### src/hw/rtl/ghs_pkg.sv
// Package for the grouped hash set engine: operation and status codes,
// command struct and key mask helper. No dependencies.
package ghs_pkg;

  localparam logic [1:0] OP_LOOKUP = 2'd0;
  localparam logic [1:0] OP_TRY_INSERT = 2'd1;
  localparam logic [1:0] OP_INSERT = 2'd2;

  localparam logic [1:0] ST_INSERTED = 2'd0;
  localparam logic [1:0] ST_PRESENT = 2'd1;
  localparam logic [1:0] ST_ABSENT = 2'd2;
  localparam logic [1:0] ST_FULL = 2'd3;

  localparam logic [7:0] TAG_FILLED = 8'h80;

  // Classified transaction handed from front to back
  typedef struct packed {
    logic        check;
    logic        insert;
    logic [7:0]  tag;
    logic [63:0] key;
    logic [3:0]  len;
    logic [63:0] key_mask;
    logic [56:0] home;
  } ghs_cmd_t;

  // Byte mask for the valid key bytes, length clamped to the key width
  function automatic logic [63:0] key_mask_f(input logic [3:0] len, input int key_bytes);
    logic [63:0] m;
    m = '0;
    for (int b = 0; b < 8; b++) begin
      if (b < key_bytes && 4'(b) < len) m[b*8 +: 8] = 8'hff;
    end
    return m;
  endfunction

endpackage

### src/hw/rtl/ghs_front.sv
// Front end: takes commands, reduces the hash in its FOLD state, classifies.
// Depends on ghs_pkg.
module ghs_front
  import ghs_pkg::*;
(
  input  logic        clk,
  input  logic        rst_n,
  input  logic        start,
  output logic        busy_front,
  input  logic [1:0]  in_operation,
  input  logic [63:0] in_key,
  input  logic [3:0]  in_key_length,
  input  logic [63:0] in_key_hash,
  input  logic [3:0]  key_bytes,
  output logic        cmd_valid,
  output ghs_cmd_t    cmd,
  input  logic        cmd_take
);
  // Fold: hash mod (2^57-1) via a 57-bit fold, mod 127 via 7-bit chunks
  typedef enum logic [2:0] {
    F_IDLE = 3'b001, F_FOLD = 3'b010, F_DONE = 3'b100
  } fstate_t;

  fstate_t     state_r;
  logic [63:0] hash_r;
  logic [1:0]  op_r;
  logic [63:0] key_r;
  logic [3:0]  len_r;
  logic [57:0] h57_r;
  logic [10:0] t_r;
  logic [56:0] h1;
  logic [6:0]  t7;
  logic [7:0]  t8;
  logic [63:0] mask;

  assign busy_front = (state_r != F_IDLE);

  // h57: 64-bit fold gives < 2^58; then one compare-subtract gives canonical
  assign h1 = (h57_r >= 58'h1ffffffffffffff) ? 57'(h57_r - 58'h1ffffffffffffff)
                                              : h57_r[56:0];
  // t_r is < 2^11; fold once more then compare-subtract
  assign t8 = {1'b0, t_r[6:0]} + {4'b0, t_r[10:7]};
  assign t7 = (t8 >= 8'd127) ? 7'(t8 - 8'd127) : t8[6:0];
  assign mask = key_mask_f(len_r, int'(key_bytes));

  always_ff @(posedge clk) begin
    if (!rst_n) begin
      state_r <= F_IDLE;
    end else begin
      unique case (state_r)
        F_IDLE: if (start) state_r <= F_FOLD;
        F_FOLD: state_r <= F_DONE;
        F_DONE: if (cmd_take) state_r <= F_IDLE;
        default: state_r <= F_IDLE;
      endcase
    end
  end

  // Datapath registers
  always_ff @(posedge clk) begin
    if (state_r == F_IDLE && start) begin
      op_r   <= in_operation;
      key_r  <= in_key;
      len_r  <= in_key_length;
      hash_r <= in_key_hash;
    end
    if (state_r == F_FOLD) begin
      h57_r <= {1'b0, hash_r[56:0]} + {51'b0, hash_r[63:57]};
      // 2^63 mod 127 = 1 chunking: sum of 7-bit chunks of 64 bits
      t_r <= 11'(hash_r[6:0]) + 11'(hash_r[13:7]) + 11'(hash_r[20:14])
           + 11'(hash_r[27:21]) + 11'(hash_r[34:28]) + 11'(hash_r[41:35])
           + 11'(hash_r[48:42]) + 11'(hash_r[55:49]) + 11'(hash_r[62:56])
           + 11'(hash_r[63]);
    end
  end

  assign cmd_valid = (state_r == F_DONE);
  always_comb begin
    cmd.check    = (op_r != OP_INSERT);
    cmd.insert   = (op_r == OP_TRY_INSERT) || (op_r == OP_INSERT);
    cmd.tag      = TAG_FILLED | {1'b0, t7};
    cmd.key      = key_r & mask;
    cmd.len      = len_r;
    cmd.key_mask = mask;
    cmd.home     = h1;
  end
endmodule

### config.mk
export PLATFORM = sky130hd
export DESIGN_NAME = ghs_front
export DESIGN_NICKNAME = d
export VERILOG_FILES = /design/src/hw/rtl/ghs_pkg.sv /design/src/hw/rtl/ghs_front.sv
export SDC_FILE = /design/constraint.sdc
export NUM_CORES = 1
export LEC_CHECK = 0
export BUFFER_PORTS_ARGS = -buffer_cell sky130_fd_sc_hd__buf_2
export CORE_UTILIZATION = 49
export CTS_BUF_LIST = sky130_fd_sc_hd__clkbuf_4 sky130_fd_sc_hd__clkbuf_8
export DETAILED_ROUTE_END_ITERATION = 8
export GPL_TIMING_DRIVEN = 0
export HOLD_SLACK_MARGIN = 0.08
export PLACE_DENSITY = 0.79
export SLEW_MARGIN = 20
export SYNTH_ARGS = -nofsm -noshare
export SYNTH_HDL_FRONTEND = slang
export SYNTH_SLANG_ARGS = --single-unit
### constraint.sdc
create_clock -name clk -period 7.8 [get_ports clk]
set_clock_uncertainty 0.1 [all_clocks]
set_input_delay 1.56 -clock clk [delete_from_list [all_inputs] [get_ports clk]]
set_output_delay 1.56 -clock clk [all_outputs]
set_load 0.03 [all_outputs]
==> results.yml, run 1 <==
status:
  outcome: "finished, final reports clean"
floorplan:
  ios: 343
  die_w_um: 156
  rows: 56
  core_area_sq_mm: 0.0234
  start_util_pct: 49.9
  die-area_sq_mm: 0.0245
  dieHeight_um: 156
worst_setup_path:
  path_depth: 9
  cp.required_ps: 6140
  cpPeakStageDelay_ps: 730
  worstReg2RegEnd: "t_r[10]"
  crit_end: "cmd[7]"
  r2r_slack_ps: 3220
  slowest_stage: "a21oi_1"
  cp-end-kind: "output port"
  worstReg2RegStart: "hash_r[9]"
  cp-startpoint: "h57_r[0]"
  cp_cell_sequence: "ha_1, nand3_1, nor3_1, and4_1, a21oi_1, buf_2, nor3_1, xor2_1, buf_2"
  crit_fanout: 10
  path_delay_family: "simple AND/OR/NAND/NOR gates"
  worstPathArrival_ps: 3480
  rr_worst_depth: 14
  crit_type: "register to output port"
  crit_buf_inv: 2
  cp-start-kind: "register"
logic_synthesis:
  synthTopCellsByArea: "edfxtp_1 52%, fa_1 8.6%, xnor2_1 5.2%"
  synthDistinctLibCells: 51
  synth-edff-count: 203
  synth-seq-cells: 206
  yosys.area.top_type: "edfxtp_1"
  synth_area_sq_mm: 0.0117
  postSynthCellCount: 973
  synth_ff_type: "edfxtp_1"
  async_reset_ff_share_pct: 0
  synth_fp_nets: 1190
  syn_avg_cell_area_sq_um: 12.0
  yosysWarnings: 0
  yosysSeqAreaShare_pct: 52.7
  synth_top_area_share_pct: 52.2
power_and_ir_drop:
  p_total_uw: 3520
  ir_drop_v: 0.000186
  p_sw_share_pct: 33.6
  p_leak_uw: 0.00614
  power_frac_comb_pct: 34.8
  p_int_uw: 2340
  powerDensity_mw_per_mm2: 241
  power.switching_uw: 1180
  pwr-share-clk_pct: 25.2
  p_seq_share_pct: 40.1
global_route:
  grt_pass1_wl_um: 48200
  antenna_found_initial: 7
  overflow: 0
  gr-usage-all-layers_pct: 26.4
  grt_max_degree: 31
  grt_pass1_vias: 8787
clocking:
  postCtsSetupRepairBufs: 0
  clkTransAtPathRegs_ps: 60
  ctsRootBufferMaster: "clkbuf_8"
  cts_max_level: 2
  cts_buffers: 34
  insertion_delay_ps: 520
  cts_sinks: 206
  cts_buffer_depth: 3
  cts_resized: 0
  cts_tree: "done"
  hold_buffers: 0
sta:
  slew-limit-headroom_pct: 26.9
  worst_slew_pin_slew_ps: 1100
  hold_viol_final: 0
  final.setup.tns_ps: 0
  rsz0062_at_grt: "no"
  post-route-min-period_ps: 5140
  setup_viol: 0
  fmax_mhz: 195
  report.final.slew_viol_count: 0
  period_share_pct: 65.8
min_path:
  min-delay-start: "state_r[0]"
  hp-class: "register to register"
placed_design:
  dp_hpwl_um: 25300
  placed_cells: 1640
  portBuffers: 341
  gp_congestion: 0.946
routing:
  via_count: 8788
  drtPass1Iterations: 5
  drt.antenna.violating_nets: 0
  wirelength_um: 32000
  wire_per_inst_um: 18.7
  drc: 0
  drtIter0Drc: 587
  viasPerCell: 5.15
final_layout:
  layout_common_cells: "345 x buf_2, 203 x edfxtp_1, 82 x inv_1"
  mostFrequentLayoutCell: "buf_2"
  final_cells: 1708
  fin_util_pct: 62.4
  syn2layout_area_growth_pct: 25.0
  fin_nets: 1575
  drive_gt1_share_pct: 34.2
run:
  drv_cap: 0
worst register-to-register path: cells and delay by family, from the launching register on:
| family | cells | cell delay, ps |
|---|---|---|
| AO/OA/AOI/OAI | 5 | 880 |
| adder cells (fa/ha/maj) | 6 | 2750 |
| buffers and inverters | 2 | 170 |
| flip-flops | 1 | 370 |
| AND/OR/NAND/NOR | 1 | 70 |
power groups by stage:
| stage | sequential [uW] | clock, uW | combinational, uW |
|---|---|---|---|
| 2_1_floorplan | 1420 | 0 | 880 |
| 3_3_place_gp | 1440 | 0 | 1180 |
| 3_5_place_dp | 1430 | 0 | 1220 |
| 4_1_cts | 1410 | 908 | 1240 |
| 5_1_grt | 1420 | 951 | 1370 |
| 6_report | 1410 | 887 | 1220 |
stage by stage:
step,area (sq um),setup WS (ps),hold WS [ps]
floorplan,11700,2180,340
global placement,13800,588,367
detailed placement,13900,2970,403
CTS,14600,2700,409
global route,14600,2490,454
finish,14600,2660,406
kinds of logic (layout without fill, tap and decap cells):
family | count (synthesis) | after routing | synth area share, %
AO/OA/AOI/OAI | 55 | 55 | 2.98
XOR/XNOR | 123 | 123 | 9.22
adder cells (fa/ha/maj) | 75 | 75 | 11.2
buffers and inverters | 155 | 563 | 6.92
flip-flops | 206 | 206 | 52.7
multiplexers | 2 | 2 | 0.182
other | 1 | 9 | 0.0321
AND/OR/NAND/NOR | 356 | 356 | 16.7
worst min path at each step:
stage	cells past startpoint	end
CTS	1	state_r[2]
floorplan	1	state_r[2]
global route	1	state_r[2]
detailed placement	1	state_r[2]
global placement	1	state_r[2]
finish	1	state_r[2]
synthesized netlist by cell type (all sizes together), types with 26 or more instances:
library cell,number
inv,82
fa,50
edfxtp,203
xor2,54
nor3,43
nand3,36
nor4,27
nand2,49
and2,63
nor2,41
nand4,37
xnor2,69
buf,62
and3,26
metal layers:
metal	vias to the layer above	global-route usage [%]	part of all wire, %
li1	4146	-	-
met5	-	0	0
met2	380	47.7	52
met3	68	5.87	6.9
met4	0	12.8	4.2
met1	4194	29.4	37
registers in the layout, summed over array words and instances (netlist names):
register / count
hash_r: 64
t_r: 11
len_r: 4
h57_r: 58
op_r: 2
state_r: 3
key_r: 64
area by class of cell:
class	instances	area (sq um)
fill	1929	8800
inverter	82	308
buffer	73	500
antenna	8	20.0
clock buffer	47	572
clock inverter	12	57.6
multi-input combinational	612	4740
timing repair buffer	349	1850
sequential	206	6160
tap	319	399
No activity file was read; power rests on OpenSTA's default activity.
==> run 2, diff against run 1 <==
ABC_AREA = 1   (was unset)
CORE_UTILIZATION = 54   (was 49)
PLACE_DENSITY = 0.81   (was 0.79)
clock period = 4.8 ns   (was 7.8 ns; I/O delays follow)
==> results.yml, run 2 <==
clocking:
  hold_buffers: 0
  cts_max_level: 1
  ctsRootBufferMaster: "clkbuf_8"
  cts_buffer_depth: 3
  clkTransAtPathRegs_ps: 70
  cts_tree: "done"
  cts_buffers: 29
  cts_sinks: 206
  insertion_delay_ps: 580
status:
  outcome: "finished, final reports clean"
min_path:
  hp-class: "input port to register"
global_route:
  antenna_found_initial: 4
  grt_max_degree: 31
  grt_pass1_wl_um: 66600
  grt_pass1_vias: 12291
  overflow: 0
  gr-usage-all-layers_pct: 34.3
worst_setup_path:
  worstPathArrival_ps: 4810
  worstReg2RegEnd: "t_r[8]"
  worstReg2RegStart: "hash_r[16]"
  crit_fanout: 3
  cp.required_ps: 5050
  crit_end: "t_r[8]"
  crit_type: "register to register"
  cp-startpoint: "hash_r[16]"
  cp-end-kind: "register"
  r2r_slack_ps: 240
  cp-start-kind: "register"
  rr_worst_depth: 13
routing:
  route.met2.wl_um: 21300
  highest-signal-layer: "met4"
  wirelength_um: 45000
  wl_met3_um: 3250
  drtPass1Iterations: 6
  drt.antenna.violating_nets: 0
  via_count: 12513
  viasPerCell: 5.20
  drc: 0
  drtIter0Drc: 1143
  wire_per_inst_um: 18.7
  wl_met1_um: 17700
sta:
  fmax_mhz: 219
  worst_slew_pin_slew_ps: 939
  hold_viol_final: 0
  rsz0062_at_grt: "no"
  period_share_pct: 95.0
  report.final.slew_viol_count: 0
  layout_setup_ws_ps: 240
  post-route-min-period_ps: 4560
  final.setup.tns_ps: 0
  setup_viol: 0
  slew-limit-headroom_pct: 37.4
final_layout:
  layout_common_cells: "444 x nand2_1, 345 x buf_2, 266 x inv_1"
  final_cells: 2406
  top_regs: "hash_r: 64 flops, key_r: 64 flops, h57_r: 58 flops"
  final_cell_area_sq_mm: 0.0167
  syn2layout_area_growth_pct: 20.6
  fin_util_pct: 66.4
  mostFrequentLayoutCell: "nand2_1"
  drive_gt1_share_pct: 22.9
  fin_nets: 2268
power_and_ir_drop:
  ir_drop_v: 0.000542
  powerDensity_mw_per_mm2: 379
  p_leak_uw: 0.00792
floorplan:
  die_w_um: 162
  dieHeight_um: 162
  ios: 343
  start_util_pct: 55.0
  core_area_sq_mm: 0.0251
  die-area_sq_mm: 0.0262
  rows: 58
logic_synthesis:
  yosys.area.top_type: "edfxtp_1"
  synth.most_common_cell: "nand2_1"
  yosysWarnings: 0
  synth-edff-count: 203
  netlist_top_cells_count: "444 x nand2_1, 266 x inv_1, 252 x nor2_1, 203 x edfxtp_1, 129 x nand3_1"
  syn_avg_cell_area_sq_um: 8.27
  synthDistinctLibCells: 38
  async_reset_ff_share_pct: 0
  yosysSeqAreaShare_pct: 44.5
  synth_fp_nets: 1888
  synthTopCellsByArea: "edfxtp_1 44%, nand2_1 12%, fa_1 7.2%"
  synth_top_area_share_pct: 44.1
  synth-seq-cells: 206
  synth_ff_type: "edfxtp_1"
  postSynthCellCount: 1671
  synth_area_sq_mm: 0.0138
placed_design:
  portBuffers: 341
  placed_cell_area_sq_mm: 0.0161
  dp_hpwl_um: 37700
  pre_cts_ws_ps: 47.3
  gp_congestion: 0.993
  placed_cells: 2350
run:
  drv_cap: 0
-- run 2: cell count changes after synthesis, sizes merged, moves of 25 or more --
| cell | delta |
|---|---|
| nor4 | -27 |
| and3 | -25 |
| nand2 | +397 |
| xnor2 | -32 |
| and2 | -61 |
| nand3 | +94 |
| inv | +185 |
| nor2 | +215 |
-- run 2: worst min path at each step --
stage	startpoint	end	depth (start not counted)
after global placement	state_r[1]	state_r[2]	3
after CTS	in_key_hash[50]	hash_r[50]	1
final	in_key[19]	key_r[19]	1
after global routing	in_key[60]	key_r[60]	1
after floorplan	hash_r[34]	h57_r[34]	2
after detailed placement	state_r[1]	state_r[2]	3
-- run 2: per-stage QoR --
stage	power (uW)	hold slack, ps
after floorplan	4160	457
after global placement	4910	462
after detailed placement	5030	494
after CTS	6300	436
after global routing	6640	444
final	6320	453
-- run 2: repair_timing --
item,in CTS,in global routing
gates resized for setup,0,1
setup buffers,0,0
setup endpoints to repair,0,1
-- run 2: cell type report --
| class | count | area (sq um) |
|---|---|---|
| clock buffers | 38 | 467 |
| plain buffers | 75 | 515 |
| well taps | 330 | 413 |
| repair buffers | 349 | 1850 |
| flip-flops and latches | 206 | 6160 |
| fillers | 2138 | 8440 |
| inverters | 267 | 1000 |
| diodes | 4 | 10.0 |
| clock inverters | 14 | 62.6 |
| multi-input cells | 1123 | 6190 |
-- run 2: kinds of logic after synthesis --
logic type                 synth area share (%)
and+or+nand+nor                            27.6
buffers and inverters                      11.0
DFF                                        44.5
xor gates and xnor gates                   5.83
adders and majority gates                  9.51
AOI/OAI and AO/OA                          1.52
other                                    0.0271
-- run 2: layer usage --
layer / vias to the layer above / GRT usage (%)
met4: 0 / 20.5
met5: - / 0
met1: 5763 / 41.8
met3: 146 / 5.36
met2: 592 / 57.6
li1: 6012 / -
-- run 2: worst max-delay path, stage by stage, from the launching register on --
cell and delay, ps:
edfxtp_1 470, inv_1 140, fa_1 490, inv_1 60, fa_1 530, fa_1 530, fa_1 520, ha_1 270
fa_1 420, nand3_1 100, nand3_1 110, a21oi_1 170, o21bai_1 110, xor2_1 310
-- run 2: power by group --
part           internal (uW)  switching (uW)  leakage (uW)  total [uW]
clock                    631             652      0.000282        1280
combinational            920            1730       0.00572        2650
sequential              2250             137       0.00192        2390
==> run 3, diff against run 2 <==
CORE_UTILIZATION = 55   (was 54)
PLACE_DENSITY = 0.82   (was 0.81)
==> results.yml, run 3 (synthesis gave the netlist of run 2 again) <==
sta:
  post-route-min-period_ps: 4630
  worst_slew_pin_slew_ps: 908
  setup_viol: 0
  hold_viol_final: 0
  layout_setup_ws_ps: 169
  slew-limit-headroom_pct: 39.5
  report.final.slew_viol_count: 0
  period_share_pct: 96.5
  final.setup.tns_ps: 0
  rsz0062_at_grt: "no"
  fmax_mhz: 216
run:
  drv_cap: 0
worst_setup_path:
  cp.required_ps: 3740
  crit_type: "input port to output port"
  cp_cell_sequence: "buf_2, nor2_1, nor2_1, inv_1, clkbuf_1, nor3_2, inv_1, nor2_1, buf_2"
  cp-end-kind: "output port"
  slowest_stage: "nor2_1"
  worstPathArrival_ps: 3570
  crit_fanout: 10
  cp-start-kind: "input port"
  worst_path_most_repeated_cell: "nor2_1"
  cpPeakStageDelay_ps: 640
clocking:
  ctsRootBufferMaster: "clkbuf_8"
  clkTransAtPathRegs_ps: 60
  cts_buffers: 31
  cts_tree: "done"
  cts_resized: 0
  postCtsSetupRepairBufs: 0
  cts_buffer_depth: 3
  cts_max_level: 1
  hold_buffers: 0
  cts_sinks: 206
  insertion_delay_ps: 560
global_route:
  antenna_found_initial: 2
  grt_pass1_wl_um: 68200
  overflow: 0
  grt_max_degree: 32
  gr-usage-all-layers_pct: 35.5
  grt_pass1_vias: 12546
floorplan:
  dieHeight_um: 161
  core_area_sq_mm: 0.0245
  ios: 343
  start_util_pct: 56.5
  die-area_sq_mm: 0.0258
  die_w_um: 161
  rows: 57
final_layout:
  layout_common_cells: "444 x nand2_1, 345 x buf_2, 266 x inv_1"
  drive_gt1_share_pct: 23.0
  mostFrequentLayoutCell: "nand2_1"
  seqCellArea_sq_mm: 0.00616
  top_regs: "hash_r: 64 flops, key_r: 64 flops, h57_r: 58 flops"
  final_cells: 2402
  n_fill_cell: 1932
  syn2layout_area_growth_pct: 21.6
  fin_nets: 2271
  multiInputGateArea_sq_mm: 0.00619
status:
  outcome: "finished, final reports clean"
routing:
  via_count: 12716
  wirelength_um: 46100
  viasPerCell: 5.29
  drtIter0Drc: 1234
  drtPass1Iterations: 6
  drt.antenna.violating_nets: 0
  wire_per_inst_um: 19.2
  drc: 0
power_and_ir_drop:
  ir_drop_v: 0.000544
  p_leak_uw: 0.00798
  powerDensity_mw_per_mm2: 394
placed_design:
  portBuffers: 341
  gp_congestion: 1.01
  pre_cts_ws_ps: 0.579
  placed_cells: 2345
  dp_hpwl_um: 38200
min_path:
  hp-class: "input port to register"
-- run 3: cell count changes in the layout (fill, tap and decap cells not counted), moves of 2 or more --
cell / previous run / this run
diode_2: 4 / 1
clkinv_2: 5 / 3
clkbuf_4: 9 / 7
clkbuf_8: 29 / 31
bufinv_16: 0 / 4
-- run 3: layout make-up --
| cell class | count | area share [%] |
|---|---|---|
| timing repair buffer | 350 | 11.1 |
| clock buffer | 38 | 2.85 |
| antenna | 1 | 0.0149 |
| inverter | 267 | 5.96 |
| sequential | 206 | 36.6 |
| tap | 324 | 2.41 |
| buffer | 75 | 3.07 |
| multi-input combinational | 1123 | 36.8 |
| clock inverter | 18 | 1.09 |
-- run 3: report_power, final --
| part | internal (uW) | leakage, uW | switching (uW) | total, uW |
|---|---|---|---|---|
| registers | 2250 | 0.00192 | 136 | 2390 |
| clock network | 872 | 0.000338 | 661 | 1530 |
| logic | 935 | 0.00572 | 1760 | 2700 |
| total | 4060 | 0.00798 | 2560 | 6620 |
-- run 3: critical path, delay by kind of cell --
| family | cells | cell delay (ps) |
|---|---|---|
| buffers and inverters | 5 | 1080 |
| and+or+nand+nor | 4 | 1520 |
-- run 3: per-stage QoR --
stage | utilization (%) | hold slack (ps) | power (uW) | cell area (sq um)
floorplan | - | 457 | 4160 | 13800
global placement | 65.2 | 469 | 4900 | 16000
detailed placement | 65.9 | 512 | 5040 | 16100
CTS | 68.7 | 444 | 6580 | 16800
global route | 68.7 | 452 | 6950 | 16800
finish | 68.7 | 465 | 6620 | 16800
-- run 3: worst paths after layout --
check,from,end,slack (ps),cells past startpoint
max,key_bytes[3],cmd[179],170,9
min,in_key_hash[57],hash_r[57],470,1
max reg2reg,hash_r[9],t_r[10],320,14
min reg2reg,state_r[1],state_r[2],550,3
-- run 3: metal layers --
metal	vias up	track usage (%)	wire, um
li1	6010	-	-
met1	5820	43.3	17300
met2	741	61.5	22300
met3	143	4.62	3870
met4	2	19.0	2650
met5	-	0	13
